<file path="src/hdl/stl_pkg.sv">
package stl_pkg;

    typedef enum logic [2:0] {
        MODE_IDLE,
        MODE_WORD,
        MODE_INT,
        MODE_FRAC,
        MODE_STR,
        MODE_OPER,
        MODE_ERR
    } mode_t;

    typedef enum logic [3:0] {
        KIND_KEYWORD,
        KIND_IDENT,
        KIND_NUMBER,
        KIND_STRING,
        KIND_COMMA,
        KIND_SEMI,
        KIND_LPAREN,
        KIND_RPAREN,
        KIND_OPERATOR,
        KIND_END
    } kind_t;

    // operator ids
    localparam logic [3:0] OP_NONE = 4'd0;
    localparam logic [3:0] OP_EQ   = 4'd1;
    localparam logic [3:0] OP_GT   = 4'd2;
    localparam logic [3:0] OP_LT   = 4'd3;
    localparam logic [3:0] OP_BANG = 4'd4;
    localparam logic [3:0] OP_ADD  = 4'd5;
    localparam logic [3:0] OP_SUB  = 4'd6;
    localparam logic [3:0] OP_MUL  = 4'd7;
    localparam logic [3:0] OP_DIV  = 4'd8;
    localparam logic [3:0] OP_GE   = 4'd9;
    localparam logic [3:0] OP_LE   = 4'd10;
    localparam logic [3:0] OP_NE   = 4'd11;
    localparam logic [3:0] OP_LTGT = 4'd12;

    // error codes
    localparam logic [1:0] ERR_NONE         = 2'd0;
    localparam logic [1:0] ERR_UNEXPECTED   = 2'd1;
    localparam logic [1:0] ERR_UNTERMINATED = 2'd2;

    localparam logic [3:0] KW_NONE = 4'd0;
    localparam int         NUM_KW  = 10;
    localparam logic [9:0] ALL_KW  = 10'h3FF;
    localparam logic [7:0] CH_QUOTE = 8'h27;

    localparam logic [7:0] KW_TEXT [NUM_KW][6] = '{
        '{"S", "E", "L", "E", "C", "T"},
        '{"F", "R", "O", "M", 8'h00, 8'h00},
        '{"W", "H", "E", "R", "E", 8'h00},
        '{"I", "N", "S", "E", "R", "T"},
        '{"U", "P", "D", "A", "T", "E"},
        '{"D", "E", "L", "E", "T", "E"},
        '{"A", "N", "D", 8'h00, 8'h00, 8'h00},
        '{"I", "S", 8'h00, 8'h00, 8'h00, 8'h00},
        '{"N", "O", "T", 8'h00, 8'h00, 8'h00},
        '{"O", "R", 8'h00, 8'h00, 8'h00, 8'h00}
    };

    localparam logic [2:0] KW_LEN [NUM_KW] = '{
        3'd6, 3'd4, 3'd5, 3'd6, 3'd6, 3'd6, 3'd3, 3'd2, 3'd3, 3'd2
    };

    typedef struct packed {
        kind_t       kind;
        logic [3:0]  keyword_id;
        logic [3:0]  operator_id;
        logic [15:0] start_offset;
        logic [15:0] token_length;
        logic [1:0]  error_code;
        logic        last_of_run;
    } res_t;

    function automatic res_t make_res(kind_t kind, logic [3:0] kw, logic [3:0] op,
                                      logic [15:0] start, logic [15:0] len,
                                      logic [1:0] err);
        res_t r;
        r.kind         = kind;
        r.keyword_id   = kw;
        r.operator_id  = op;
        r.start_offset = start;
        r.token_length = len;
        r.error_code   = err;
        r.last_of_run  = 1'b0;
        return r;
    endfunction

    // drop keywords whose character at idx differs from c
    function automatic logic [9:0] filter_kw(logic [9:0] mask, logic idx_ok,
                                             logic [2:0] idx, logic [7:0] c);
        logic [9:0] m;
        m = mask;
        for (int k = 0; k < NUM_KW; k++) begin
            if (!(idx_ok && (idx < KW_LEN[k]) && (KW_TEXT[k][idx] == c)))
                m[k] = 1'b0;
        end
        return m;
    endfunction

    function automatic logic [3:0] op_code(logic [7:0] c);
        logic [3:0] op;
        case (c)
            "=":     op = OP_EQ;
            ">":     op = OP_GT;
            "<":     op = OP_LT;
            "!":     op = OP_BANG;
            "+":     op = OP_ADD;
            "-":     op = OP_SUB;
            "*":     op = OP_MUL;
            "/":     op = OP_DIV;
            default: op = OP_NONE;
        endcase
        return op;
    endfunction

endpackage

</file>
<file path="src/hdl/sql_token_lexer.sv">
// SQL token lexer: takes query text one byte per transfer on the s_ side and
// gives tokens (kind, keyword id, operator id, start offset, length, error code)
// on the m_ side. An input transfer with s_tuser[0] low carries no byte; s_tlast
// ends the query, flushes any open token, adds an end token and restarts offsets
// at zero. One byte is taken per clock while no results are held or the last
// held one is leaving; each input transfer yields zero to three tokens, which
// sit in a three-entry result register and leave one per clock while m_tready
// is high. Words, numbers, strings and the first character of a two-character
// operator are held in the scan state until the next byte or the end of the
// query decides them. An unexpected byte gives one error token and everything
// up to the end of the query is then dropped, with no end token; the same holds
// for a string still open at the end. Offsets saturate at 2^POS_BITS-1
// internally and at 65535 on the port.
module sql_token_lexer
    import stl_pkg::*;
#(
    parameter int POS_BITS = 16
) (
    input  logic        aclk,
    input  logic        aresetn,

    input  logic        s_tvalid,
    output logic        s_tready,
    input  logic [7:0]  s_tdata,   // [7:0] ch
    input  logic [0:0]  s_tuser,   // [0] has_char
    input  logic        s_tlast,   // final_item

    output logic        m_tvalid,
    input  logic        m_tready,
    output logic [47:0] m_tdata,   // [3:0] keyword_id, [7:4] operator_id,
                                   // [23:8] start_offset, [39:24] token_length,
                                   // [41:40] error_code, [47:42] zero
    output logic [3:0]  m_tuser,   // [3:0] kind
    output logic        m_tlast    // last_of_run
);

    localparam logic [POS_BITS-1:0] POS_MAX = '1;

    function automatic logic [15:0] clip16(logic [POS_BITS-1:0] v);
        logic [31:0] w;
        w = 32'(v);
        return (w > 32'h0000_FFFF) ? 16'hFFFF : w[15:0];
    endfunction

    function automatic logic [POS_BITS-1:0] sat_inc(logic [POS_BITS-1:0] v);
        return (v == POS_MAX) ? v : v + 1'b1;
    endfunction

    function automatic logic [POS_BITS-1:0] span(logic [POS_BITS-1:0] from,
                                                 logic [POS_BITS-1:0] to);
        return (to >= from) ? to - from : '0;
    endfunction

    // word token: keyword when a surviving candidate has exactly this length
    function automatic res_t word_res(logic [POS_BITS-1:0] start,
                                      logic [POS_BITS-1:0] len, logic [9:0] cand);
        logic [3:0] id;
        id = KW_NONE;
        for (int k = 0; k < NUM_KW; k++) begin
            if (cand[k] && (32'(len) == 32'(KW_LEN[k])))
                id = 4'(k + 1);
        end
        return make_res((id != KW_NONE) ? KIND_KEYWORD : KIND_IDENT, id, OP_NONE,
                        clip16(start), clip16(len), ERR_NONE);
    endfunction

    // scan state
    mode_t               mode_reg, mode_next, mode_mid;
    logic [POS_BITS-1:0] pos_reg, pos_next, pos_mid;
    logic [POS_BITS-1:0] tb_reg, tb_next, tb_mid;
    logic [9:0]          cand_reg, cand_next, cand_mid;
    logic [3:0]          pend_reg, pend_next, pend_mid;

    // result register
    res_t       res_reg [3];
    logic       bvalid_reg;
    logic [1:0] cnt_reg;
    logic [1:0] idx_reg;

    res_t       res_now [3];
    logic [1:0] n_now;

    logic [7:0] c;
    logic       has_char, fin, s_accept, m_accept, out_done;
    logic       is_alpha, is_digit, is_space, is_word;
    logic [3:0] opc, pair_op;
    logic       used, ends;
    logic [POS_BITS-1:0] span_p, pos_inc;
    logic       idx_ok;

    assign c        = s_tdata;
    assign has_char = s_tuser[0];
    assign fin      = s_tlast;

    assign is_alpha = ((c >= "A") && (c <= "Z")) || ((c >= "a") && (c <= "z"));
    assign is_digit = (c >= "0") && (c <= "9");
    assign is_space = (c == " ") || ((c >= 8'd9) && (c <= 8'd13));
    assign is_word  = is_alpha || is_digit || (c == "_");
    assign opc      = op_code(c);

    assign span_p  = span(tb_reg, pos_reg);
    assign pos_inc = sat_inc(pos_reg);
    assign idx_ok  = 32'(span_p) < 32'd6;

    // two-character operators
    always_comb begin
        if      (pend_reg == OP_GT   && c == "=") pair_op = OP_GE;
        else if (pend_reg == OP_LT   && c == "=") pair_op = OP_LE;
        else if (pend_reg == OP_BANG && c == "=") pair_op = OP_NE;
        else if (pend_reg == OP_LT   && c == ">") pair_op = OP_LTGT;
        else                                      pair_op = OP_NONE;
    end

    // used: byte belongs to the open token; ends: open token is emitted now
    always_comb begin
        used = 1'b0;
        ends = 1'b0;
        if (has_char) begin
            unique case (mode_reg) inside
                MODE_WORD: begin
                    used = is_word;
                    ends = !is_word;
                end
                MODE_INT, MODE_FRAC: begin
                    used = is_digit || (c == "." && mode_reg == MODE_INT);
                    ends = !used;
                end
                MODE_STR: begin
                    used = 1'b1;
                    ends = (c == CH_QUOTE);
                end
                MODE_OPER: begin
                    used = (pair_op != OP_NONE);
                    ends = 1'b1;
                end
                MODE_IDLE: begin
                    used = 1'b0;
                end
                default: begin
                    used = 1'b1;   // error mode swallows bytes
                end
            endcase
        end
    end

    // scan state after the byte, then after the end of query
    always_comb begin
        mode_mid = mode_reg;
        pos_mid  = pos_reg;
        tb_mid   = tb_reg;
        cand_mid = cand_reg;
        pend_mid = pend_reg;
        if (has_char) begin
            unique case (mode_reg) inside
                MODE_WORD: begin
                    if (used) cand_mid = filter_kw(cand_reg, idx_ok, span_p[2:0], c);
                    else      mode_mid = MODE_IDLE;
                end
                MODE_INT, MODE_FRAC: begin
                    if (!used)             mode_mid = MODE_IDLE;
                    else if (c == ".")     mode_mid = MODE_FRAC;
                end
                MODE_STR: begin
                    if (ends) mode_mid = MODE_IDLE;
                end
                MODE_OPER: begin
                    pend_mid = OP_NONE;
                    mode_mid = MODE_IDLE;
                end
                default: ;
            endcase
            if (!used) begin
                if (is_space) begin
                    // skipped
                end else if (is_alpha || c == "_") begin
                    mode_mid = MODE_WORD;
                    tb_mid   = pos_reg;
                    cand_mid = filter_kw(ALL_KW, 1'b1, 3'd0, c);
                end else if (is_digit) begin
                    mode_mid = MODE_INT;
                    tb_mid   = pos_reg;
                end else if (c == CH_QUOTE) begin
                    mode_mid = MODE_STR;
                    tb_mid   = pos_inc;
                end else if (c == "," || c == ";" || c == "(" || c == ")") begin
                    // single-byte punctuation, no state
                end else if (opc == OP_GT || opc == OP_LT || opc == OP_BANG) begin
                    mode_mid = MODE_OPER;
                    pend_mid = opc;
                    tb_mid   = pos_reg;
                end else if (opc != OP_NONE) begin
                    // single operator, no state
                end else begin
                    mode_mid = MODE_ERR;
                end
            end
            pos_mid = pos_inc;
        end
    end

    always_comb begin
        if (fin) begin
            mode_next = MODE_IDLE;
            pos_next  = '0;
            tb_next   = '0;
            cand_next = ALL_KW;
            pend_next = OP_NONE;
        end else begin
            mode_next = mode_mid;
            pos_next  = pos_mid;
            tb_next   = tb_mid;
            cand_next = cand_mid;
            pend_next = pend_mid;
        end
    end

    // results of this transfer, in order
    always_comb begin
        logic end_tok;
        n_now   = 2'd0;
        end_tok = 1'b1;
        for (int i = 0; i < 3; i++)
            res_now[i] = make_res(KIND_END, KW_NONE, OP_NONE, 16'd0, 16'd0, ERR_NONE);

        if (has_char) begin
            if (ends) begin
                unique case (mode_reg) inside
                    MODE_WORD: res_now[n_now] = word_res(tb_reg, span_p, cand_reg);
                    MODE_INT, MODE_FRAC:
                        res_now[n_now] = make_res(KIND_NUMBER, KW_NONE, OP_NONE,
                                                  clip16(tb_reg), clip16(span_p), ERR_NONE);
                    MODE_STR:
                        res_now[n_now] = make_res(KIND_STRING, KW_NONE, OP_NONE,
                                                  clip16(tb_reg), clip16(span_p), ERR_NONE);
                    default:
                        res_now[n_now] = make_res(KIND_OPERATOR, KW_NONE,
                                                  (pair_op != OP_NONE) ? pair_op : pend_reg,
                                                  clip16(tb_reg),
                                                  (pair_op != OP_NONE) ? 16'd2 : 16'd1,
                                                  ERR_NONE);
                endcase
                n_now = n_now + 2'd1;
            end
            if (!used) begin
                if (c == ",") begin
                    res_now[n_now] = make_res(KIND_COMMA, KW_NONE, OP_NONE,
                                              clip16(pos_reg), 16'd1, ERR_NONE);
                    n_now = n_now + 2'd1;
                end else if (c == ";") begin
                    res_now[n_now] = make_res(KIND_SEMI, KW_NONE, OP_NONE,
                                              clip16(pos_reg), 16'd1, ERR_NONE);
                    n_now = n_now + 2'd1;
                end else if (c == "(") begin
                    res_now[n_now] = make_res(KIND_LPAREN, KW_NONE, OP_NONE,
                                              clip16(pos_reg), 16'd1, ERR_NONE);
                    n_now = n_now + 2'd1;
                end else if (c == ")") begin
                    res_now[n_now] = make_res(KIND_RPAREN, KW_NONE, OP_NONE,
                                              clip16(pos_reg), 16'd1, ERR_NONE);
                    n_now = n_now + 2'd1;
                end else if (is_space || is_word || c == CH_QUOTE
                             || opc == OP_GT || opc == OP_LT || opc == OP_BANG) begin
                    // starts or skips, nothing emitted
                end else if (opc != OP_NONE) begin
                    res_now[n_now] = make_res(KIND_OPERATOR, KW_NONE, opc,
                                              clip16(pos_reg), 16'd1, ERR_NONE);
                    n_now = n_now + 2'd1;
                end else begin
                    res_now[n_now] = make_res(KIND_END, KW_NONE, OP_NONE,
                                              clip16(pos_reg), 16'd0, ERR_UNEXPECTED);
                    n_now = n_now + 2'd1;
                end
            end
        end

        if (fin) begin
            unique case (mode_mid) inside
                MODE_WORD: begin
                    res_now[n_now] = word_res(tb_mid, span(tb_mid, pos_mid), cand_mid);
                    n_now = n_now + 2'd1;
                end
                MODE_INT, MODE_FRAC: begin
                    res_now[n_now] = make_res(KIND_NUMBER, KW_NONE, OP_NONE, clip16(tb_mid),
                                              clip16(span(tb_mid, pos_mid)), ERR_NONE);
                    n_now = n_now + 2'd1;
                end
                MODE_STR: begin
                    res_now[n_now] = make_res(KIND_END, KW_NONE, OP_NONE, clip16(tb_mid),
                                              16'd0, ERR_UNTERMINATED);
                    n_now   = n_now + 2'd1;
                    end_tok = 1'b0;
                end
                MODE_OPER: begin
                    res_now[n_now] = make_res(KIND_OPERATOR, KW_NONE, pend_mid,
                                              clip16(tb_mid), 16'd1, ERR_NONE);
                    n_now = n_now + 2'd1;
                end
                MODE_IDLE: ;
                default: end_tok = 1'b0;
            endcase
            if (end_tok) begin
                res_now[n_now] = make_res(KIND_END, KW_NONE, OP_NONE, clip16(pos_mid),
                                          16'd0, ERR_NONE);
                n_now = n_now + 2'd1;
            end
        end

        if (n_now != 2'd0)
            res_now[n_now - 2'd1].last_of_run = 1'b1;
    end

    // handshakes: input waits only while the held results are not all gone
    assign out_done = m_tready && (idx_reg == cnt_reg - 2'd1);
    assign s_tready = !bvalid_reg || out_done;
    assign s_accept = s_tvalid && s_tready;
    assign m_accept = m_tvalid && m_tready;

    always_ff @(posedge aclk) begin
        if (!aresetn) begin
            mode_reg   <= MODE_IDLE;
            pos_reg    <= '0;
            tb_reg     <= '0;
            cand_reg   <= ALL_KW;
            pend_reg   <= OP_NONE;
            bvalid_reg <= 1'b0;
            cnt_reg    <= 2'd0;
            idx_reg    <= 2'd0;
        end else begin
            if (s_accept) begin
                mode_reg <= mode_next;
                pos_reg  <= pos_next;
                tb_reg   <= tb_next;
                cand_reg <= cand_next;
                pend_reg <= pend_next;
            end
            if (s_accept && n_now != 2'd0) begin
                bvalid_reg <= 1'b1;
                cnt_reg    <= n_now;
                idx_reg    <= 2'd0;
            end else if (m_accept) begin
                if (idx_reg == cnt_reg - 2'd1) bvalid_reg <= 1'b0;
                else                           idx_reg    <= idx_reg + 2'd1;
            end
        end
    end

    // payload, no reset
    always_ff @(posedge aclk) begin
        if (s_accept && n_now != 2'd0) begin
            for (int i = 0; i < 3; i++)
                res_reg[i] <= res_now[i];
        end
    end

    res_t cur;
    assign cur = res_reg[idx_reg];

    assign m_tvalid = bvalid_reg;
    assign m_tdata  = {6'd0, cur.error_code, cur.token_length, cur.start_offset,
                       cur.operator_id, cur.keyword_id};
    assign m_tuser  = cur.kind;
    assign m_tlast  = cur.last_of_run;

endmodule

</file>
<file path="config.mk">
export PLATFORM = sky130hd
export DESIGN_NAME = sql_token_lexer
export DESIGN_NICKNAME = d
export VERILOG_FILES = /design/src/hdl/stl_pkg.sv /design/src/hdl/sql_token_lexer.sv
export SDC_FILE = /design/constraint.sdc
export NUM_CORES = 1
export LEC_CHECK = 0
export BUFFER_PORTS_ARGS = -buffer_cell sky130_fd_sc_hd__buf_2
export CAP_MARGIN = 5
export CORE_ASPECT_RATIO = 1.5
export CORE_MARGIN = 2
export CORE_UTILIZATION = 45
export CTS_BUF_LIST = sky130_fd_sc_hd__clkbuf_8 sky130_fd_sc_hd__clkbuf_16
export DETAILED_ROUTE_END_ITERATION = 12
export PLACE_DENSITY_LB_ADDON = 0.08
export REMOVE_ABC_BUFFERS = 1
export SLEW_MARGIN = 0
export SYNTH_ARGS = -nofsm -noshare
export SYNTH_HDL_FRONTEND = slang
export SYNTH_SLANG_ARGS = --single-unit
</file>
<file path="constraint.sdc">
create_clock -name aclk -period 31.2 [get_ports aclk]
set_input_delay 1.56 -clock aclk [delete_from_list [all_inputs] [get_ports aclk]]
set_output_delay 1.56 -clock aclk [all_outputs]
set_load 0.02 [all_outputs]
</file>
* Yosys cells after proc, flatten, opt, wreduce, memory -nomap -nowiden
Memory sizes are Yosys's and may differ from the RTL's. A register that Yosys moved wholly into a read port is not among the register bits.
Cells that the tools add are included.
** Cells by class
- $add $sub $neg :: 9
- Multiply operators :: 0
- Div/mod/pow operators :: 0
- Order comparisons :: 25
- Eq/ne operators :: 63
- Shift-type cells :: 0
- Multiplexer cells :: 181
- Bitwise operators :: 7
- Reductions and logical operators :: 88
** Operators by type and width (number)
- bitwise mux 141 bit :: 12
- two-way mux 141 bit :: 12
- case mux 141 bit (4 select lines) :: 1
- demux 47 bit (select 2 bit) :: 4
- two-way mux 47 bit :: 5
- two-way mux 16 bit :: 14
- two-way mux 8 bit :: 20
- two-way mux 4 bit :: 38
- case mux 47 bit (3 select lines) :: 1
- == test 8 x 6 -> 1 bit (second input constant) :: 15
- == test 16 x 3 -> 1 bit (second input constant) :: 6
- == test 8 bit :: 10
- == test 7 x 8 -> 1 bit (first input constant) :: 9
- two-way mux 10 bit :: 7
- == test 16 x 2 -> 1 bit (second input constant) :: 4
- logical AND 1 bit :: 52
- two-way mux 3 bit :: 14
- two-way mux 1 bit :: 34
- greater-or-equal comparator 16 bit :: 2
- case mux 4 bit (8 select lines) :: 1
- subtractor 16 bit :: 2
- two-way mux 2 bit :: 15
- logical OR 1 bit :: 17
- adder 16 x 1 -> 16 bit (second input constant) :: 1
- other kinds (34) :: 77
** Word-level totals
- Flip-flop bits (word level) :: 54
- Latch bits :: 0
- Bits in writable memories :: 141
- ROM bits :: 640
- Bits of input ports :: 14
- Output and inout bits :: 55
- Logic and storage cells :: 392
- Memories kept :: 11
** Memories
- res_reg :: words 3, width 47, read ports 1, clocked after memory_dff 1, write ports 3, RTL line sql_token_lexer.sv:75 : res_t res_reg [3];
- (name not given) :: words 8, width 8, read ports 1, clocked after memory_dff 0, write ports 0, RTL line stl_pkg.sv:98 : if (!(idx_ok && (idx < KW_LEN[k]) && (KW_TEXT[k][idx] == c)))
- (name not given) :: words 8, width 8, read ports 1, clocked after memory_dff 0, write ports 0, RTL line stl_pkg.sv:98
- (name not given) :: words 8, width 8, read ports 1, clocked after memory_dff 0, write ports 0, RTL line stl_pkg.sv:98
- (name not given) :: words 8, width 8, read ports 1, clocked after memory_dff 0, write ports 0, RTL line stl_pkg.sv:98
- (name not given) :: words 8, width 8, read ports 1, clocked after memory_dff 0, write ports 0, RTL line stl_pkg.sv:98
- 5 more memories

* Longest topological paths before layout
Gate-level depths: netlist (run 1).
- Depth in word-level cells :: 39
- Mapped depth :: 25
- Depth with buffers taken out :: 23

* Least setup slack after synthesis (run 1)
OpenSTA, ideal clock, no wires.
- Path type :: input-to-reg
- From :: input port s_tdata[6]
- To :: register (tool-made name)
- Library setup time :: 126 ps
- Arrival time :: 12808 ps
- Required time :: 31074 ps
- Slack :: 18266 ps
- Stages :: 19
- Buffers on the path :: 3
- Cell sequence :: buf_2 -> nor4b_2 -> and3_1 -> buf_2 -> a21oi_1 -> a21oi_1 -> nand2_1 -> clkinv_1 -> clkbuf_1 -> ha_1 -> o311ai_1 -> ha_1 -> mux2i_1 -> ha_1 -> nor2_1 -> a211oi_2 -> a21oi_1 -> nand2b_1 -> nor3_1
** RTL lines
- start, declared :: RTL line sql_token_lexer.sv:24 : input logic [7:0] s_tdata,

==> impl_metrics.tcl, run 1 <==
set metrics [dict create \
    status "complete, no violations" \
    synth.most_common_cell "nand2_1" \
    rsz0062_at_grt "false" \
    synth_cells 1936 \
    synthTopCellsByArea "edfxtp_1 27%, dfxtp_1 7.1%, nand2_1 5.2%" \
    via_per_inst 6.51 \
    drt_iter0_markers 1328 \
    synth_cell_types 107 \
    ys_seq_area_share_pct 33.7 \
    cts_buffers 17 \
    post_cts.repair.setup_buffers 0 \
    dr.pass1.iters 5 \
    antenna_found_initial 0 \
    finalMaxSlewViolations 0 \
    start_util_pct 45.8 \
    cts_tree "yes" \
    yosysTopAreaCell "edfxtp_1" \
    clockBufferDepth 2 \
    grt_pass1_vias 15002 \
    grt_use_total_pct 33.7 \
    cts.sinks 195 \
    n_antenna_cell 0 \
    power.total_mw 0.782 \
    fillers 3405 \
    cap_violations 0 \
    num_rows 83 \
    die_w_um 157 \
    setup_viol 0 \
    synthTopCellsByCount "216 x nand2_1, 192 x nor2_1, 139 x edfxtp_1" \
    relSlewSlack_pct 19.8 \
    r2r_setup_slack_ns 23.67 \
    cts-resized-gates 0 \
    hold_violations 0 \
    hold_ws_ns 0.535 \
    grt_pass1_wl_mm 91.8 \
    cp-startpoint "s_tdata[0]" \
    peakVddDrop_uv 31.1 \
    period_share_pct 27.3 \
    io_buffers 62 \
    synth-edff-count 139 \
    wl_per_cell_um 26.0 \
    largest_reg_flops 139 \
    tns_ns 0 \
    ff_latch_area_um2 5300 \
    path_class "in2reg" \
    worstMarginPinSlew_ns 1.19 \
    clock_skew_ns 0.0157 \
    die_area_um2 36500 \
    overflow 0 \
    ys.flop_type "edfxtp_1" \
    worst-endpoint-required_ns 31.48 \
    netlist_area_um2 15700 \
    syn_avg_cell_area_um2 8.13 \
    grt_max_degree 93 \
    fp.dieH_um 233 \
    synth_top_area_share_pct 26.5 \
    r2r_start "pos_reg[1]$_SDFFE_PN0P_" \
    multi_input_area_um2 9580 \
    h-tree-depth 4 \
    nets 1975 \
    pin_count 69 \
    p_leak_nw 5.92 \
    power_density_nw_per_um2 46.4 \
    wirelength_mm 62.1 \
    cts.hold.buffers_added 0 \
    cp_max_fo 43 \
    drive_gt1_share_pct 8.94 \
    min_period_ns 8.50 \
    drc_errors 0 \
    core_area_um2 34400 \
    hp-class "reg2reg" \
    hpwl_mm 46.6 \
    globalplace.congestion 0.986 \
    syn2layout_area_growth_pct 7.09 \
    vias 15554 \
    path_clk_slew_ns 0.08 \
    hp-start "cnt_reg[1]$_SDFFE_PN0P_" \
    synth_warnings 0 \
    ant_nets 0 \
    async_flop_share_pct 0 \
    insertion_delay_ns 0.46 \
    worstPathArrival_ns 8.79 \
    cts_root_buf "clkbuf_16" \
    critPathLaunchType "input port" \
    end_kind "flop" \
    max_freq_mhz 118 \
    ys_ff_latch 195 \
]
[cells by family (layout without fill, tap and decap cells)]
logic type	after synthesis	count (layout)	synth area share, %
DFF	195	195	33.7
xor gates and xnor gates	55	55	3.06
AOI/OAI and AO/OA	619	619	26.9
muxes	60	60	3.83
buffers and inverters	215	197	5.65
adders and majority gates	50	50	4.07
other	1	6	0.0238
and+or+nand+nor	741	741	22.8
[metrics by stage]
step                area, µm²  std cells  setup slack [ns]  utilization (%)
floorplan               15100       1800             18.01                -
global placement        16300       2359             22.57             47.4
detailed placement      16300       2359             22.43             47.4
CTS                     16800       2390             22.92             49.0
global route            16800       2390             22.19             49.0
finish                  16800       2390             22.70             49.0
[report_power, final]
group,switching (mW),internal [mW]
logic,0.177,0.0690
clock network,0.110,0.110
registers,0.00791,0.308
total,0.295,0.486
[final cells by class]
| type | count | share of cell area [%] |
|---|---|---|
| Tap cell | 467 | 3.47 |
| Sequential cell | 195 | 31.4 |
| Timing Repair Buffer | 92 | 3.18 |
| Inverter | 74 | 1.65 |
| Clock buffer | 18 | 2.67 |
| Multi-Input combinational cell | 1531 | 56.9 |
| Clock inverter | 13 | 0.706 |
[per-layer routing]
layer,vias up,global-route usage [%],share of wire [%]
li1,7157,-,-
met1,7464,36.9,36
met2,701,60.2,52
met3,232,3.91,5.0
met4,0,23.5,7.5
met5,-,0,0
[worst max-delay path, stage by stage]
cell and delay [ns]:
buf_2 0.64, nand2b_1 0.29, nor4b_1 0.47, o2111ai_1 0.22
o2111ai_1 0.12, buf_4 0.22, nand2b_1 0.12, buf_4 0.24
nor2_1 0.08, buf_4 0.20, o22ai_1 0.46, inv_1 0.10
ha_1 0.27, fa_1 0.46, nand2b_1 0.18, a21oi_1 0.33
a211o_1 0.26, a41oi_1 0.21, o211ai_1 0.76, and2_1 0.26
nand3_1 0.11, or3b_1 0.45, a21oi_2 0.18, a21oi_1 0.08
or2_1 0.25, nor4_1 0.26
[path summary, 6_finish.rpt]
kind / to / cells past startpoint
min reg2reg: cnt_reg[1]$_SDFFE_PN0P_ / 2
min: cnt_reg[1]$_SDFFE_PN0P_ / 2
max: res_reg[1][41]$_SDFFCE_PN0P_ / 26
max reg2reg: res_reg[1][41]$_SDFFCE_PN0P_ / 23
[placed cells by master, fill, tap and decap left out, types with 22 or more instances in the layout]
cell type	n
a31oi_1	22
and3_1	24
a22oi_1	59
dfxtp_1	54
nor2_1	190
a21oi_1	117
nand4_1	22
xor2_1	22
ha_1	48
edfxtp_1	139
inv_1	72
and2_1	36
nor3_1	45
buf_4	30
o22ai_1	54
nor2b_1	36
buf_2	62
nand2b_1	25
mux2i_1	58
nand3_1	62
o21ai_0	137
xnor2_1	33
o22a_1	24
nand2_1	216
Note: power is estimated with default switching activity, not from simulation.
==> run 2, diff against run 1 <==
==> constraint.sdc (replaced) <==
create_clock -name aclk -period 8.8 [get_ports aclk]
set_input_delay 0.44 -clock aclk [delete_from_list [all_inputs] [get_ports aclk]]
set_output_delay 0.44 -clock aclk [all_outputs]
set_load 0.02 [all_outputs]
==> run 2 against run 1 <==
Compared with the run above: via count is 0.60% higher; largest cell class unchanged; clock-buffer cell count is 1 lower; clock power grew to 3.9 times the previous value; design area is 0.85% higher; worst hold slack worse by 0.29 ns; utilization is 0.41 points higher; highest routed layer unchanged.
==> impl_metrics.tcl, run 2 (synthesis results as in run 1) <==
set metrics [dict create \
    status "complete, no violations" \
    cts_root_buf "clkbuf_16" \
    path_clk_slew_ns 0.08 \
    fp.dieH_um 233 \
    cp_max_fo 12 \
    hp-class "in2reg" \
    cp_slowest_stage_delay_ns 0.65 \
    cts_tree "yes" \
    h-tree-depth 4 \
    num_rows 83 \
    fillers 3438 \
    grt_pass1_vias 15077 \
    crit_chain "ha_1, nand3_2, nor3_1, o21ai_1, nand3_1, nand2_1, inv_1, ha_1, inv_1, nor4_1, a31oi_1, o32ai_1, nand3_1, o22ai_1, nor2_1, or4b_1, o311ai_1, o21ai_1" \
    syn2layout_area_growth_pct 8.00 \
    grt_max_degree 93 \
    post_cts.repair.setup_buffers 0 \
    hpwl_mm 47.8 \
    worstMarginPinSlew_ns 1.13 \
    die_w_um 157 \
    min_period_ns 6.90 \
    n_antenna_cell 0 \
    ant_nets 0 \
    finalMaxSlewViolations 0 \
    start_util_pct 45.8 \
    io_buffers 62 \
    power.total_mw 2.85 \
    drive_gt1_share_pct 9.43 \
    via_per_inst 6.53 \
    cts_buffers 17 \
    vias 15647 \
    insertion_delay_ns 0.47 \
    grt_use_total_pct 34.6 \
    pin_count 69 \
    critPathSlowestCell "ha_1" \
    clockBufferDepth 2 \
    worstPathArrival_ns 7.12 \
    peakVddDrop_uv 122 \
    ff_latch_area_um2 5300 \
    cap_violations 0 \
    p_leak_nw 5.98 \
    max_freq_mhz 145 \
    dr.pass1.iters 6 \
    layout_common_cells "216 x nand2_1, 190 x nor2_1, 139 x edfxtp_1, 137 x o21ai_0, 117 x a21oi_1" \
    antenna_found_initial 0 \
    power_density_nw_per_um2 168 \
    hold_violations 0 \
    end_kind "flop" \
    overflow 0 \
    die_area_um2 36500 \
    critPathLaunchType "flop" \
    final_common_cell "nand2_1" \
    relSlewSlack_pct 24.4 \
    grt_pass1_wl_mm 93.6 \
    core_area_um2 34400 \
    wirelength_mm 63.2 \
    period_share_pct 78.4 \
    cts.hold.buffers_added 0 \
    wl_per_cell_um 26.3 \
    drt_iter0_markers 1261 \
    multi_input_area_um2 9590 \
    nets 1982 \
    rsz0062_at_grt "false" \
    globalplace.congestion 1.02 \
    design_area_um2 17000 \
    hold_ws_ns 0.244 \
    cts-resized-gates 0 \
    setup_viol 0 \
    clock_skew_ns 0.0154 \
    final_util_pct 49.4 \
    worst-endpoint-required_ns 9.02 \
    path_class "reg2reg" \
    largest_reg_flops 139 \
    cts.sinks 195 \
    drc_errors 0 \
    place_area_um2 16400 \
]
run 2: changes by cell type in the layout (fill, tap and decap cells not counted), moves of 2 or more:
cell / previous run / this run
buf_12: 0 / 2
buf_4: 30 / 35
bufinv_16: 0 / 2
clkinv_4: 4 / 1
clkinv_8: 1 / 3
inv_4: 2 / 0
inv_6: 2 / 5
run 2: per-stage QoR:
step / cells / TNS, ns / worst slack [ns]
finish: 2398 / 0 / 1.90
global route: 2398 / 0 / 1.59
CTS: 2398 / 0 / 2.08
detailed placement: 2366 / 0 / 1.76
global placement: 2366 / 0 / 1.95
floorplan: 1800 / -455.60 / -3.27
run 2: report_power, final:
| group | switching, mW | internal [mW] |
|---|---|---|
| Combinational | 0.633 | 0.255 |
| Clock | 0.412 | 0.437 |
| Sequential | 0.0279 | 1.09 |
run 2: layout make-up:
cell class	instances	area share, %
Inverter	74	1.63
Clock buffer	17	2.50
Sequential cell	195	31.2
Tap cell	467	3.44
Timing Repair Buffer	99	3.61
Multi-Input combinational cell	1531	56.4
Clock inverter	15	1.19
run 2: worst max-delay path, delay by kind of cell, from the launching register on:
family	cells	cell delay, ns
fa+ha+maj	2	1.23
compound gates	6	1.48
buf+inv	2	0.72
flops	1	0.44
simple gates	8	2.75
run 2: worst paths after layout:
| kind | start | to | slack [ns] | depth (start not counted) |
|---|---|---|---|---|
| setup / recovery | pos_reg[12]$_SDFFE_PN0P_ | res_reg[0][43]$_DFFE_PP_ | 1.90 | 18 |
| hold / removal | s_tvalid | m_tvalid$_SDFFE_PN0P_ | 0.24 | 3 |
| setup reg to reg | pos_reg[12]$_SDFFE_PN0P_ | res_reg[0][43]$_DFFE_PP_ | 1.90 | 18 |
| hold reg to reg | cnt_reg[1]$_SDFFE_PN0P_ | cnt_reg[1]$_SDFFE_PN0P_ | 0.51 | 2 |
run 2: per-layer routing:
metal  up-vias  routed length, µm  global-route usage (%)
met5         -                  0                       0
met4         0               5400                    26.3
met3       231               3060                    3.97
met2       666              32200                    61.3
met1      7577              22500                    37.4
li1       7173                  -                       -
